`src/hw/rtl/wsdf_pkg.sv`:
```
package wsdf_pkg;

    localparam int unsigned ByteW    = 8;
    localparam int unsigned OpcodeW  = 4;
    localparam int unsigned LenW     = 64;
    localparam int unsigned KeyW     = 32;
    localparam int unsigned FieldCntW = 4;

    localparam logic [6:0] Len7Ext16 = 7'd126;
    localparam logic [6:0] Len7Ext64 = 7'd127;

    localparam logic [FieldCntW-1:0] Ext16Bytes = 4'd2;
    localparam logic [FieldCntW-1:0] Ext64Bytes = 4'd8;
    localparam logic [FieldCntW-1:0] KeyBytes   = 4'd4;

    // One-hot parse phase.
    typedef enum logic [4:0] {
        PH_HEAD0   = 5'b00001,
        PH_HEAD1   = 5'b00010,
        PH_EXTLEN  = 5'b00100,
        PH_KEY     = 5'b01000,
        PH_PAYLOAD = 5'b10000
    } phase_t;

endpackage

```
`src/hw/rtl/websocket_frame_deframer.sv`:
```
// Channel  | Direction | Handshake          | Payload
// ---------+-----------+--------------------+-------------------------------------------
// input    | in        | in_valid/in_ready  | rx_byte
// result   | out       | out_valid/out_ready| payload_byte, final_flag, frame_opcode,
//          |           |                    | empty_frame, last_of_frame
//
// One byte is accepted per cycle; its result, if any, appears in the output
// register on the next cycle. The parse state advances on the accepting edge.
// An input byte is taken whenever the output register is empty or is being
// drained in the same cycle, so a stalled result holds off only new input.
// Reset (rst_n, asynchronous) returns the parser to expect a first header byte.
module websocket_frame_deframer (
    input  logic                         clk,
    input  logic                         rst_n,
    input  logic                         in_valid,
    output logic                         in_ready,
    input  logic [wsdf_pkg::ByteW-1:0]   rx_byte,
    output logic                         out_valid,
    input  logic                         out_ready,
    output logic [wsdf_pkg::ByteW-1:0]   payload_byte,
    output logic                         final_flag,
    output logic [wsdf_pkg::OpcodeW-1:0] frame_opcode,
    output logic                         empty_frame,
    output logic                         last_of_frame
);
    import wsdf_pkg::*;

    phase_t               phase_reg, phase_next;
    logic                 fin_reg, fin_next;
    logic [OpcodeW-1:0]   opcode_reg, opcode_next;
    logic [LenW-1:0]      len_reg, len_next;
    logic [FieldCntW-1:0] left_reg, left_next;
    logic [KeyW-1:0]      key_reg, key_next;
    logic [1:0]           kpos_reg, kpos_next;
    logic [LenW-1:0]      remain_reg, remain_next;

    logic                 out_valid_reg;
    logic [ByteW-1:0]     data_reg;
    logic                 fin_out_reg;
    logic [OpcodeW-1:0]   opcode_out_reg;
    logic                 empty_reg;
    logic                 last_reg;

    logic                 accept;
    logic                 emit;
    logic [ByteW-1:0]     emit_data;
    logic                 emit_empty;
    logic                 emit_last;
    logic [ByteW-1:0]     key_byte;
    logic [FieldCntW-1:0] left_dec;

    assign in_ready = !out_valid_reg || out_ready;
    assign accept   = in_valid && in_ready;
    assign left_dec = left_reg - 4'd1;

    always_comb
    begin
        case (kpos_reg)
            2'd0:    key_byte = key_reg[31:24];
            2'd1:    key_byte = key_reg[23:16];
            2'd2:    key_byte = key_reg[15:8];
            default: key_byte = key_reg[7:0];
        endcase
    end

    always_comb
    begin
        phase_next  = phase_reg;
        fin_next    = fin_reg;
        opcode_next = opcode_reg;
        len_next    = len_reg;
        left_next   = left_reg;
        key_next    = key_reg;
        kpos_next   = kpos_reg;
        remain_next = remain_reg;
        emit        = 1'b0;
        emit_data   = '0;
        emit_empty  = 1'b0;
        emit_last   = 1'b0;

        case (phase_reg)
            PH_HEAD1:
            begin
                if (rx_byte[6:0] == Len7Ext16)
                begin
                    len_next   = '0;
                    left_next  = Ext16Bytes;
                    phase_next = PH_EXTLEN;
                end
                else if (rx_byte[6:0] == Len7Ext64)
                begin
                    len_next   = '0;
                    left_next  = Ext64Bytes;
                    phase_next = PH_EXTLEN;
                end
                else
                begin
                    len_next   = {{(LenW-7){1'b0}}, rx_byte[6:0]};
                    left_next  = KeyBytes;
                    phase_next = PH_KEY;
                end
            end
            PH_EXTLEN:
            begin
                len_next  = {len_reg[LenW-ByteW-1:0], rx_byte};
                left_next = left_dec;
                if (left_dec == '0)
                begin
                    left_next  = KeyBytes;
                    phase_next = PH_KEY;
                end
            end
            PH_KEY:
            begin
                key_next  = {key_reg[KeyW-ByteW-1:0], rx_byte};
                left_next = left_dec;
                if (left_dec == '0)
                begin
                    kpos_next   = 2'd0;
                    remain_next = len_reg;
                    if (len_reg == '0)
                    begin
                        phase_next = PH_HEAD0;
                        emit       = 1'b1;
                        emit_empty = 1'b1;
                        emit_last  = 1'b1;
                    end
                    else
                    begin
                        phase_next = PH_PAYLOAD;
                    end
                end
            end
            PH_PAYLOAD:
            begin
                kpos_next   = kpos_reg + 2'd1;
                remain_next = remain_reg - 64'd1;
                emit        = 1'b1;
                emit_data   = rx_byte ^ key_byte;
                // The count has not been decremented yet, so one left means last.
                emit_last   = (remain_reg == 64'd1);
                if (emit_last)
                begin
                    phase_next = PH_HEAD0;
                end
            end
            default:
            begin
                // First header byte; an unused phase code is handled the same way.
                fin_next    = rx_byte[7];
                opcode_next = rx_byte[3:0];
                phase_next  = PH_HEAD1;
            end
        endcase
    end

    always_ff @(posedge clk or negedge rst_n)
    begin
        if (!rst_n)
        begin
            phase_reg     <= PH_HEAD0;
            fin_reg       <= 1'b0;
            opcode_reg    <= '0;
            len_reg       <= '0;
            left_reg      <= '0;
            key_reg       <= '0;
            kpos_reg      <= '0;
            remain_reg    <= '0;
            out_valid_reg <= 1'b0;
        end
        else
        begin
            if (accept)
            begin
                phase_reg  <= phase_next;
                fin_reg    <= fin_next;
                opcode_reg <= opcode_next;
                len_reg    <= len_next;
                left_reg   <= left_next;
                key_reg    <= key_next;
                kpos_reg   <= kpos_next;
                remain_reg <= remain_next;
            end
            if (accept)
            begin
                out_valid_reg <= emit;
            end
            else if (out_ready)
            begin
                out_valid_reg <= 1'b0;
            end
        end
    end

    always_ff @(posedge clk)
    begin
        if (accept && emit)
        begin
            data_reg       <= emit_data;
            fin_out_reg    <= fin_reg;
            opcode_out_reg <= opcode_reg;
            empty_reg      <= emit_empty;
            last_reg       <= emit_last;
        end
    end

    assign out_valid     = out_valid_reg;
    assign payload_byte  = data_reg;
    assign final_flag    = fin_out_reg;
    assign frame_opcode  = opcode_out_reg;
    assign empty_frame   = empty_reg;
    assign last_of_frame = last_reg;

endmodule

```
`config.mk`:
```
export PLATFORM = sky130hd
export DESIGN_NAME = websocket_frame_deframer
export DESIGN_NICKNAME = d
export VERILOG_FILES = /design/src/hw/rtl/wsdf_pkg.sv /design/src/hw/rtl/websocket_frame_deframer.sv
export SDC_FILE = /design/constraint.sdc
export NUM_CORES = 1
export LEC_CHECK = 0
export ABC_CLOCK_PERIOD_IN_PS = 4400
export BUFFER_PORTS_ARGS = -buffer_cell sky130_fd_sc_hd__clkbuf_2
export CAP_MARGIN = 0
export CELL_PAD_IN_SITES_DETAIL_PLACEMENT = 1
export CELL_PAD_IN_SITES_GLOBAL_PLACEMENT = 1
export CORE_AREA = 2 2 157 159
export CTS_CLUSTER_DIAMETER = 40
export DETAILED_ROUTE_END_ITERATION = 7
export DIE_AREA = 0 0 159 161
export PLACE_DENSITY_LB_ADDON = 0.25
export SLEW_MARGIN = 0
export SYNTH_ARGS = -nofsm -noshare
export SYNTH_HDL_FRONTEND = slang
export SYNTH_SLANG_ARGS = --single-unit
```
`constraint.sdc`:
```
create_clock -name clk -period 4.4 [get_ports clk]
set_clock_uncertainty 0.05 [all_clocks]
set_input_delay 1.32 -clock clk [delete_from_list [all_inputs] [get_ports clk]]
set_output_delay 1.32 -clock clk [all_outputs]
set_load 0.02 [all_outputs]
```
== After elaboration in Yosys (flattened, before gate mapping) ==
Cells that the tools add are included.
Storage, ports and cells
  flip-flop bits (word level): 192
  bits of input ports: 12
  output and inout port bits: 17
  logic and storage cells: 74
Cells by class
  add/subtract/negate cells: 3
  equality and inequality tests: 12
  multiplexer cells: 25
  bitwise operators: 2
  reductions and logical operators: 18
Operator list (count)
  $pmux W64 S2: 2
  $eq A64 B1 Y1 const B: 1
  $logic_not A64 Y1: 1
  $mux W64: 1
  $sub A64 B1 Y64 const B: 1
  $pmux W8 S3: 1
  $mux W4: 5
  $mux W5: 4
  $pmux W5 S4: 1
  $eq A7 B7 Y1 const B: 2
  $mux W7: 2
  $pmux W4 S3: 1
  $reduce_and A2 Y1: 4
  $xor A8 B8 Y8: 1
  $ne A2 B2 Y1 const B: 3
  $reduce_bool A2 Y1: 3
  $eq A5 B2 Y1 const B: 1
  $eq A5 B3 Y1 const B: 1
  $eq A5 B4 Y1 const B: 1
  $eq A5 B5 Y1 const B: 1
  $logic_not A4 Y1: 1
  $mux W1: 4
  $pmux W1 S2: 2
  $pmux W2 S2: 1
  14 further kinds: 15

== Longest topological paths before layout ==
Gate-level depths: netlist of the first run.
  word-level depth: 5
  mapped depth: 10
  mapped depth without buffers: 9

== Worst setup path before layout of the first run ==
No wires, ideal clock.
  path kind: input -> register
  start: input out_ready
  end: register empty_reg (netlist: empty_frame), enable pin
  setup time: 0.392 ns
  arrival: 2.750 ns
  required time: 3.958 ns
  slack: 1.208 ns
  stages on the path: 4
  buffers on the path: 1
  cells stage by stage: nand2b_1 > clkbuf_1 > nand2_1 > a21oi_1
On the way
  word-level cells in the longest chain between the ends: 3
RTL lines
  start, declared: RTL line websocket_frame_deframer.sv:19  | input logic out_ready,
  $logic_or A1 B1 Y1: RTL line websocket_frame_deframer.sv:52  | assign in_ready = !out_valid_reg || out_ready;
  named net in_ready: RTL line websocket_frame_deframer.sv:16  | output logic in_ready,
  $logic_and A1 B1 Y1: RTL line websocket_frame_deframer.sv:53  | assign accept = in_valid && in_ready;
  $logic_and A1 B1 Y1: RTL line websocket_frame_deframer.sv:197  | if (accept && emit)
  end signal, assigned: RTL line websocket_frame_deframer.sv:202  | empty_reg <= emit_empty;
  end, declared: RTL line websocket_frame_deframer.sv:41  | logic empty_reg;
The timed path passes the listed nets, and every way through them passes these cells.
A chain may end at the register's enable or synchronous reset.

== Worst setup path in the final report of the first run ==
  start: input out_ready
  end: output in_ready
On the way
  word-level cells in the longest chain between the ends: 1
RTL lines (RTL line)
  $logic_or A1 B1 Y1: websocket_frame_deframer.sv:52
  end, declared: websocket_frame_deframer.sv:16
Every way passes these cells.

==> summary.txt, run 1 <==
RePlAce Congestion: 0.787
internal power: 3800 uW
final worst-path cycle share: 0.752
Power Dens Cells: 592 nW/um2
Syn Inst Count: 943
Sequential Power Share: 0.448
die height: 161 um
fin nets: 961
total number of vias: 7945
peak supply drop: 0.325 mV
Layout Area Growth over Synthesis: 11.2%
Final Routed Wirelength: 29.7 mm
Worst EP arrival: 1.94 ns
Crit Reg-Reg Startpoint: remain_reg[0]$_DFFE_PN0P_
Mean Syn Cell Area: 10.2 um2
top cell type's share of synthesized area: 0.456
commonest non-fill, non-tap cell in the layout: dfrtp_1
Max H-tree Level: 4
Die Wd: 159 um
Top FF cell, synth: dfrtp_1
grt ovf: 0
CP Max Fanout: 6
Synth Net Count: 963
IO buf count: 28
Max Cap Violations: 0
Place WS: 0.769 ns
terminus of the critical flop-to-flop path: remain_reg[46]$_DFFE_PN0P_
area leader, netlist: dfrtp_1
Leakage: 0.00439 uW
Via density: 6.22
net switching power figure: 2560 uW
WHS: 0.410 ns
Root Driver: clkbuf_16
Finish-stage setup viols: 0
Routed Antenna Nets: 0
clock sink count: 192
most frequent cells in the layout: dfrtp_1, nand2_1, a22o_1, nor2_1, o21ai_0
final hold violation count: 0
DR iter-0 viols: 467
top cells by area, synth: dfrtp_1, a22o_1, edfxtp_1
initial antenna violation count: 0
Clk pin slew, worst setup/hold paths: 0.09 ns
post-synthesis async set-or-reset flop share: 0.922
flop2flop setup slack: 1.19 ns
Core Area: 24000 um2
Cell Rows: 57
status: completed
flops & latches, synth: 192
WL per Instance: 23.2 um
CTS Buffer Depth: 2
PnR Total Power: 6360 uW
startpoint types: input pin
Synth cell types: 74
CTS resizes: 0
TNS Setup: 0 ns
First-pass DRT Iterations: 5
final slew viol count: 0
Comb pwr share: 0.295
Switching Share: 0.402
yosys warns: 0
Initial Utilization: 0.403
first-pass GRT wire length: 47.5 mm
clk_lat worst skew: 0.45 ns
IO Count: 29
hold path endpoint: frame_opcode[2]$_DFFE_PP_
Setup Fix Bufs, Post-CTS: 0
CTS Buf Count: 17
crit end category: output pin
Slew headroom: 0.272
# fillers: 2696
unrepaired setup endpoints after global routing: no
Seq/Total Area, Yosys: 0.506
GRT Util Overall: 0.237
CTS tree: built
hold buffers post-CTS: 0
pin count of the biggest net entering global routing: 93
Setup Crit Path Kind: input pin to output pin
FMAX: 0.302 GHz
ant diodes: 0
CP required: 3.03 ns
proportion of layout cells with a drive suffix above 1: 0.149
DP HPWL: 19.8 mm
vias in the first global route: 8001
slew of the pin with the lowest slew margin: 1.08 ns
path depth of the worst reg2reg path: 8
EDFF count, synth: 15
WHS Path Cells: 0
hold path startpoint: opcode_reg[2]$_DFFE_PN0P_
clock power share: 0.257
Final WS setup: 1.09 ns
synthesized area: 9650 um2
die area: 25600 um2
Hold/Removal Path Class: flop to flop
min cycle time layout: 3.31 ns
Residual DRC: 0
layout make-up:
type	instances	area [um2]	area share
Inverter	12	45.0	0.00420
Timing Repair Buffer	40	264	0.0246
Clock inverter	15	199	0.0185
Multi-Input combinational cell	678	4510	0.420
Sequential cell	192	4880	0.455
Tap cell	324	405	0.0378
Clock buffer	17	425	0.0396
stage by stage:
stage	instance area (um2)	util	instances
global placement	10100	0.422	1246
global route	10700	0.448	1278
floorplan	9650	-	943
detailed placement	10100	0.422	1246
finish	10700	0.448	1278
CTS	10700	0.448	1278
critical path: stages:
cell and delay (ns):
clkbuf_2 0.07, nand2b_1 0.27, clkbuf_2 0.27
worst max path at each step:
stage,start,to,slack (ns),depth (start not counted)
2_1_floorplan,out_ready,empty_frame$_SDFFCE_PN0P_,1.21,4
3_3_place_gp,out_ready,remain_reg[49]$_DFFE_PN0P_,0.83,9
3_5_place_dp,out_ready,remain_reg[49]$_DFFE_PN0P_,0.77,9
4_1_cts,out_ready,in_ready,1.08,3
5_1_grt,remain_reg[0]$_DFFE_PN0P_,remain_reg[46]$_DFFE_PN0P_,1.0,8
6_report,out_ready,in_ready,1.09,3
cells by family (layout without fill, tap and decap cells):
family,count (synthesis),count (layout),synth area share
muxes,39,39,0.0452
and+or+nand+nor,322,322,0.183
buffers and inverters,73,84,0.0311
adders and majority gates,8,8,0.0104
DFF,192,192,0.506
AOI/OAI and AO/OA,300,300,0.216
xor gates and xnor gates,9,9,0.00817
synthesized netlist by cell type (all sizes together) (5+ instances only):
cell     count
a211oi       5
a21oi       64
a222oi       8
a22o        71
a22oi        7
a2bb2oi     10
a31oi       12
and3         5
and4         7
buf         21
clkbuf      40
dfrtp      176
edfxtp      15
ha           8
inv         12
mux2        37
nand2       72
nand2b       6
nand3       21
nand4       17
nor2        69
nor2b        5
nor3        40
nor4        44
o21ai       66
o22a         7
o22ai       11
o2bb2ai      7
or3         16
xnor2        8
power by group through the flow:
| stage | registers (uW) | logic, uW | clock network [uW] |
|---|---|---|---|
| 2_1_floorplan | 2670 | 1420 | 0 |
| 3_3_place_gp | 2840 | 1810 | 0 |
| 3_5_place_dp | 2870 | 1870 | 0 |
| 4_1_cts | 2840 | 1880 | 1660 |
| 5_1_grt | 2930 | 2090 | 1720 |
| 6_report | 2850 | 1880 | 1630 |
layer usage:
| metal | track usage | up-vias | share of wire |
|---|---|---|---|
| met4 | 0.0694 | 0 | 0.017 |
| li1 | - | 3609 | - |
| met5 | 0 | - | 0 |
| met3 | 0.0339 | 31 | 0.039 |
| met1 | 0.331 | 4128 | 0.47 |
| met2 | 0.386 | 177 | 0.48 |
No activity file was read; power rests on OpenSTA's default activity.
==> inputs of run 2 (changes only) <==
--- a/config.mk
+++ b/config.mk
@@ -5,7 +5,7 @@
 export SDC_FILE = /design/constraint.sdc
 export NUM_CORES = 1
 export LEC_CHECK = 0
-export ABC_CLOCK_PERIOD_IN_PS = 4400
+export ABC_CLOCK_PERIOD_IN_PS = 2700
 export BUFFER_PORTS_ARGS = -buffer_cell sky130_fd_sc_hd__clkbuf_2
 export CAP_MARGIN = 0
 export CELL_PAD_IN_SITES_DETAIL_PLACEMENT = 1
==> constraint.sdc (replaced) <==
create_clock -name clk -period 2.7 [get_ports clk]
set_clock_uncertainty 0.05 [all_clocks]
set_input_delay 0.81 -clock clk [delete_from_list [all_inputs] [get_ports clk]]
set_output_delay 0.81 -clock clk [all_outputs]
set_load 0.02 [all_outputs]
==> summary.txt, run 2 (synthesized netlist as in run 1, its figures left out) <==
Final Routed Wirelength: 30.8 mm (+3.7%)
path depth of the worst reg2reg path: 6 (-2)
CP Max Fanout: 14 (+8)
Hold/Removal Path Class: input pin to async pin
critical path's slowest cell: or3_2
die area: 25600 um2 (unchanged)
cell chain of the critical path: or3b_1, or3_2, buf_4, nor3_1, a31oi_1, o32a_1
hold buffers post-CTS: 0 (unchanged)
IO Count: 29 (unchanged)
Setup Crit Path Kind: flop to flop
RePlAce Congestion: 0.851 (+8.2%)
Leakage: 0.00469 uW (+7.0%)
vias in the first global route: 8405 (+5.0%)
Die Wd: 159 um (unchanged)
CTS Buffer Depth: 2 (unchanged)
Via density: 6.16 (-0.97%)
Cell Rows: 57 (unchanged)
Power Dens Cells: 962 nW/um2 (+62%)
Routed Antenna Nets: 0 (unchanged)
startpoint types: flop
unrepaired setup endpoints after global routing: no
fin nets: 1014 (+5.5%)
die height: 161 um (unchanged)
Core Area: 24000 um2 (unchanged)
pin count of the biggest net entering global routing: 93 (unchanged)
final worst-path cycle share: 0.925
Initial Utilization: 0.403 (unchanged)
final slew viol count: 0 (unchanged)
Root Driver: clkbuf_16
First-pass DRT Iterations: 5 (unchanged)
Slew headroom: 0.485 (+0.213)
FMAX: 0.401 GHz
GRT Util Overall: 0.248 (+0.0110)
Max H-tree Level: 4 (unchanged)
Layout Area Growth over Synthesis: 16.7%
CTS Buf Count: 17 (unchanged)
CP delay by family, top: simple AND/OR/NAND/NOR gates
initial antenna violation count: 1 (+1)
crit end category: flop
slew of the pin with the lowest slew margin: 0.772 ns (-0.311 ns)
peak supply drop: 0.435 mV (+34%)
PnR Total Power: 10800 uW (+71%)
min cycle time layout: 2.50 ns
IO buf count: 28 (unchanged)
number of cells on the critical path: 6 (+3)
DP HPWL: 21.1 mm (+6.8%)
final hold violation count: 0 (unchanged)
status: completed
Largest stage delay, worst path: 0.51 ns (+0.24 ns)
Residual DRC: 0 (unchanged)
CP required: 2.98 ns (-0.05 ns)
Worst EP arrival: 2.77 ns (+0.83 ns)
first-pass GRT wire length: 49.6 mm (+4.3%)
WL per Instance: 23.1 um (-0.49%)
total number of vias: 8200 (+3.2%)
proportion of layout cells with a drive suffix above 1: 0.195 (+0.0458)
Clk pin slew, worst setup/hold paths: 0.09 ns (about the same)
Finish-stage setup viols: 0 (unchanged)
grt ovf: 0 (unchanged)
clk_lat worst skew: 0.46 ns (about the same)
most frequent cells in the layout: dfrtp_1, nand2_1, a22o_1, nor2_1, o21ai_0
commonest non-fill, non-tap cell in the layout: dfrtp_1
Buf/Inv on CP: 1 (-1)
clock sink count: 192 (unchanged)
TNS Setup: 0 ns (unchanged)
CTS tree: built
DR iter-0 viols: 575 (+23%)
# fillers: 2715 (+0.70%)
Max Cap Violations: 0 (unchanged)
[run 2: cell count changes in the layout (fill, tap and decap cells not counted)]
cell,delta
a21oi_2,+1
buf_4,+44
buf_6,+1
clkinv_4,+1
buf_12,+8
inv_12,+3
inv_8,-3
a21oi_1,-1
diode_2,+1
bufinv_16,+1
clkinv_8,-2
[run 2: per-stage QoR]
step                      instances  worst slack (ns)  instance area, um2   util  hold WS, ns
after floorplan                 943            0.0630                9650      -        0.369
after global placement         1299             0.272               10600  0.443        0.379
after global routing           1331            0.0372               11300  0.470        0.316
after CTS                      1331             0.127               11300  0.470        0.298
final                          1332             0.203               11300  0.470        0.285
after detailed placement       1299             0.217               10600  0.443        0.388
[run 2: worst paths after layout]
path,start,to,slack (ns)
worst max-delay path,phase_reg[4]$_DFFE_PN0P_,remain_reg[48]$_DFFE_PN0P_,0.20
worst min-delay path,rst_n,remain_reg[51]$_DFFE_PN0P_,0.28
worst max register to register,phase_reg[4]$_DFFE_PN0P_,remain_reg[48]$_DFFE_PN0P_,0.20
worst min register to register,fin_reg$_DFFE_PN0P_,final_flag$_DFFE_PP_,0.41
max in group asynchronous,rst_n,remain_reg[28]$_DFFE_PN0P_,1.68
min in group clk,fin_reg$_DFFE_PN0P_,final_flag$_DFFE_PP_,0.41
[run 2: final cells by class]
type                    instances  area [um2]  share of cell area
clock buffers                  17         425              0.0378
multi-input cells             678        4510               0.401
flip-flops and latches        192        4880               0.433
repair buffers                 93         766              0.0680
diodes                          1        2.50            0.000222
clock inverters                15         220              0.0196
well taps                     324         405              0.0360
inverters                      12        45.0             0.00400
[run 2: report_power, final]
group	total [uW]	internal, uW	switching, uW
registers	4580	3690	899
logic	3470	1490	1980
clock network	2780	1380	1400
[run 2: metal layers]
| layer | GRT usage | wire length (um) |
|---|---|---|
| met2 | 0.394 | 14500 |
| met1 | 0.355 | 14600 |
| met4 | 0.0665 | 488 |
| met3 | 0.0390 | 1230 |
| met5 | 0 | 0 |
[run 2: what timing repair did]
action	4_1_cts	5_1_grt
setup buffers	0	0
endpoints found under the setup margin	0	1
gates resized for setup	0	1
==> inputs of run 3 (changes only) <==
--- a/config.mk
+++ b/config.mk
@@ -10,11 +10,11 @@
 export CAP_MARGIN = 0
 export CELL_PAD_IN_SITES_DETAIL_PLACEMENT = 1
 export CELL_PAD_IN_SITES_GLOBAL_PLACEMENT = 1
-export CORE_AREA = 2 2 157 159
+export CORE_AREA = 4 4 189 136
 export CTS_CLUSTER_DIAMETER = 40
 export DETAILED_ROUTE_END_ITERATION = 7
-export DIE_AREA = 0 0 159 161
-export PLACE_DENSITY_LB_ADDON = 0.25
+export DIE_AREA = 0 0 193 140
+export PLACE_DENSITY_LB_ADDON = 0.1
 export SLEW_MARGIN = 0
 export SYNTH_ARGS = -nofsm -noshare
 export SYNTH_HDL_FRONTEND = slang
==> summary.txt, run 3 (synthesized netlist as in run 1, its figures left out) <==
status: completed
clock sink count: 192 (unchanged)
hold buffers post-CTS: 0 (unchanged)
final hold violation count: 0 (unchanged)
DR iter-0 viols: 659 (+15%)
Max Cap Violations: 0 (unchanged)
Finish-stage setup viols: 0 (unchanged)
Cell Rows: 48 (-16%)
First-pass DRT Iterations: 5 (unchanged)
Root Driver: clkbuf_16
grt ovf: 0 (unchanged)
clk_lat worst skew: 0.45 ns (about the same)
CTS tree: built
FMAX: 0.384 GHz (-4.0%)
GRT Util Overall: 0.246 (-0.00219)
Hold/Removal Path Class: input pin to async pin
initial antenna violation count: 0 (-1)
Core Area: 24100 um2 (+0.50%)
IO Count: 29 (unchanged)
Largest stage delay, worst path: 0.50 ns (about the same)
proportion of layout cells with a drive suffix above 1: 0.199 (+0.00457)
most frequent cells in the layout: dfrtp_1, nand2_1, a22o_1, nor2_1, o21ai_0
Die Wd: 193 um (+21%)
DP HPWL: 22.4 mm (+6.2%)
Max H-tree Level: 4 (unchanged)
FF/Latch Area: 4880 um2 (unchanged)
Worst EP arrival: 2.82 ns (+0.05 ns)
CP Max Fanout: 5 (-9)
Clk pin slew, worst setup/hold paths: 0.08 ns (about the same)
peak supply drop: 0.472 mV (+8.6%)
crit end category: flop
IO buf count: 28 (unchanged)
ant diodes: 0 (-1)
CTS Buf Count: 17 (unchanged)
die height: 140 um (-13%)
WL per Instance: 24.1 um (+4.3%)
Power Dens Cells: 961 nW/um2 (about the same)
startpoint types: flop
final slew viol count: 0 (unchanged)
slew of the pin with the lowest slew margin: 0.597 ns (-0.175 ns)
CP required: 2.91 ns (-0.07 ns)
Via density: 6.27 (+1.8%)
fin nets: 1016 (+0.20%)
pin count of the biggest net entering global routing: 65 (-30%)
WHS: 0.257 ns (-0.0283 ns)
Layout Area Growth over Synthesis: 16.4%
Residual DRC: 0 (unchanged)
Setup Crit Path Kind: flop to flop
TNS Setup: 0 ns (unchanged)
# fillers: 2642 (-2.7%)
total number of vias: 8362 (+2.0%)
cell chain of the critical path: or3_1, or3_1, nor4_1, buf_4, nand4_1, o21ai_0
CTS Buffer Depth: 2 (unchanged)
Routed Antenna Nets: 0 (unchanged)
critical path's slowest cell: or3_1
die area: 27000 um2 (+5.6%)
Final Routed Wirelength: 32.2 mm (+4.5%)
multi-input combinational cell area: 4530 um2 (+0.36%)
most frequent cell on the critical path: or3_1
RePlAce Congestion: 0.882 (+3.5%)
min cycle time layout: 2.60 ns (+0.105 ns)
Setup Fix Bufs, Post-CTS: 0 (unchanged)
Slew headroom: 0.602 (+0.118)
Leakage: 0.00469 uW (-0.10%)
commonest non-fill, non-tap cell in the layout: dfrtp_1
first-pass GRT wire length: 51.6 mm (+4.2%)
unrepaired setup endpoints after global routing: no
Initial Utilization: 0.401 (-0.00201)
final worst-path cycle share: 0.964 (+0.0390)
vias in the first global route: 8597 (+2.3%)
==> run 3: cell types whose count changed in the layout (fill, tap and decap cells not counted), moves of 2 or more <==
cell	previous run	this run
inv_6	2	5
nor4_1	36	34
buf_4	54	57
clkinv_4	1	3
nor4_2	5	7
clkinv_8	4	1
inv_12	4	0
==> run 3: timing repair <==
action / 4_1_cts / 5_1_grt
endpoints found under the setup margin: 0 / 16
resized for setup: 0 / 3
endpoints found under the hold margin: 0 / 0
==> run 3: final cells by class <==
cell class	count	share of cell area
clock buffer	17	0.0379
clock inverter	15	0.0149
inverter	12	0.00401
multi-input combinational	678	0.403
sequential	192	0.435
tap	325	0.0362
timing repair buffer	95	0.0690
==> run 3: path summary, 6_finish.rpt <==
path	start	slack (ns)	depth (start not counted)	endpoint
max	remain_reg[55]$_DFFE_PN0P_	0.1	6	last_of_frame$_DFFE_PP_
min	rst_n	0.26	1	remain_reg[40]$_DFFE_PN0P_
max reg2reg	remain_reg[55]$_DFFE_PN0P_	0.1	6	last_of_frame$_DFFE_PP_
min reg2reg	opcode_reg[0]$_DFFE_PN0P_	0.40	0	frame_opcode[0]$_DFFE_PP_
max in group asynchronous	rst_n	1.63	2	phase_reg[0]$_DFFE_PN1P_
min in group clk	opcode_reg[0]$_DFFE_PN0P_	0.40	0	frame_opcode[0]$_DFFE_PP_
==> run 3: through the flow <==
step                      power, uW  instance area, um2  setup slack [ns]  utilization  instances
after floorplan                6680                9650            0.0630            -        943
after global placement         7920               10600             0.104        0.441       1302
after detailed placement       8140               10600            0.0799        0.441       1302
after CTS                     10800               11200            0.0496        0.466       1334
after global routing          11500               11200           0.00154        0.466       1334
final                         10800               11200            0.0979        0.466       1334
==> run 3: layer usage <==
layer	vias to the layer above	GRT usage	routed length, um	part of all wire
li1	3726	-	-	-
met1	4436	0.392	16500	0.51
met2	179	0.356	14200	0.44
met3	21	0.0376	1240	0.039
met4	0	0.0439	276	0.0086
met5	-	0	0	0
==> run 3: critical path: cells and delay by family (launching register included) <==
kind | cells | cell delay (ns)
AO/OA/AOI/OAI | 1 | 0.31
buffers and inverters | 1 | 0.17
flip-flops | 1 | 0.45
AND/OR/NAND/NOR | 4 | 1.44
==> run 3: where the power goes <==
group	leakage, uW	switching (uW)	total, uW	internal, uW
Combinational	0.00194	2050	3570	1520
Clock	0.000294	1310	2630	1330
Sequential	0.00245	908	4590	3690
Total	0.00469	4260	10800	6530
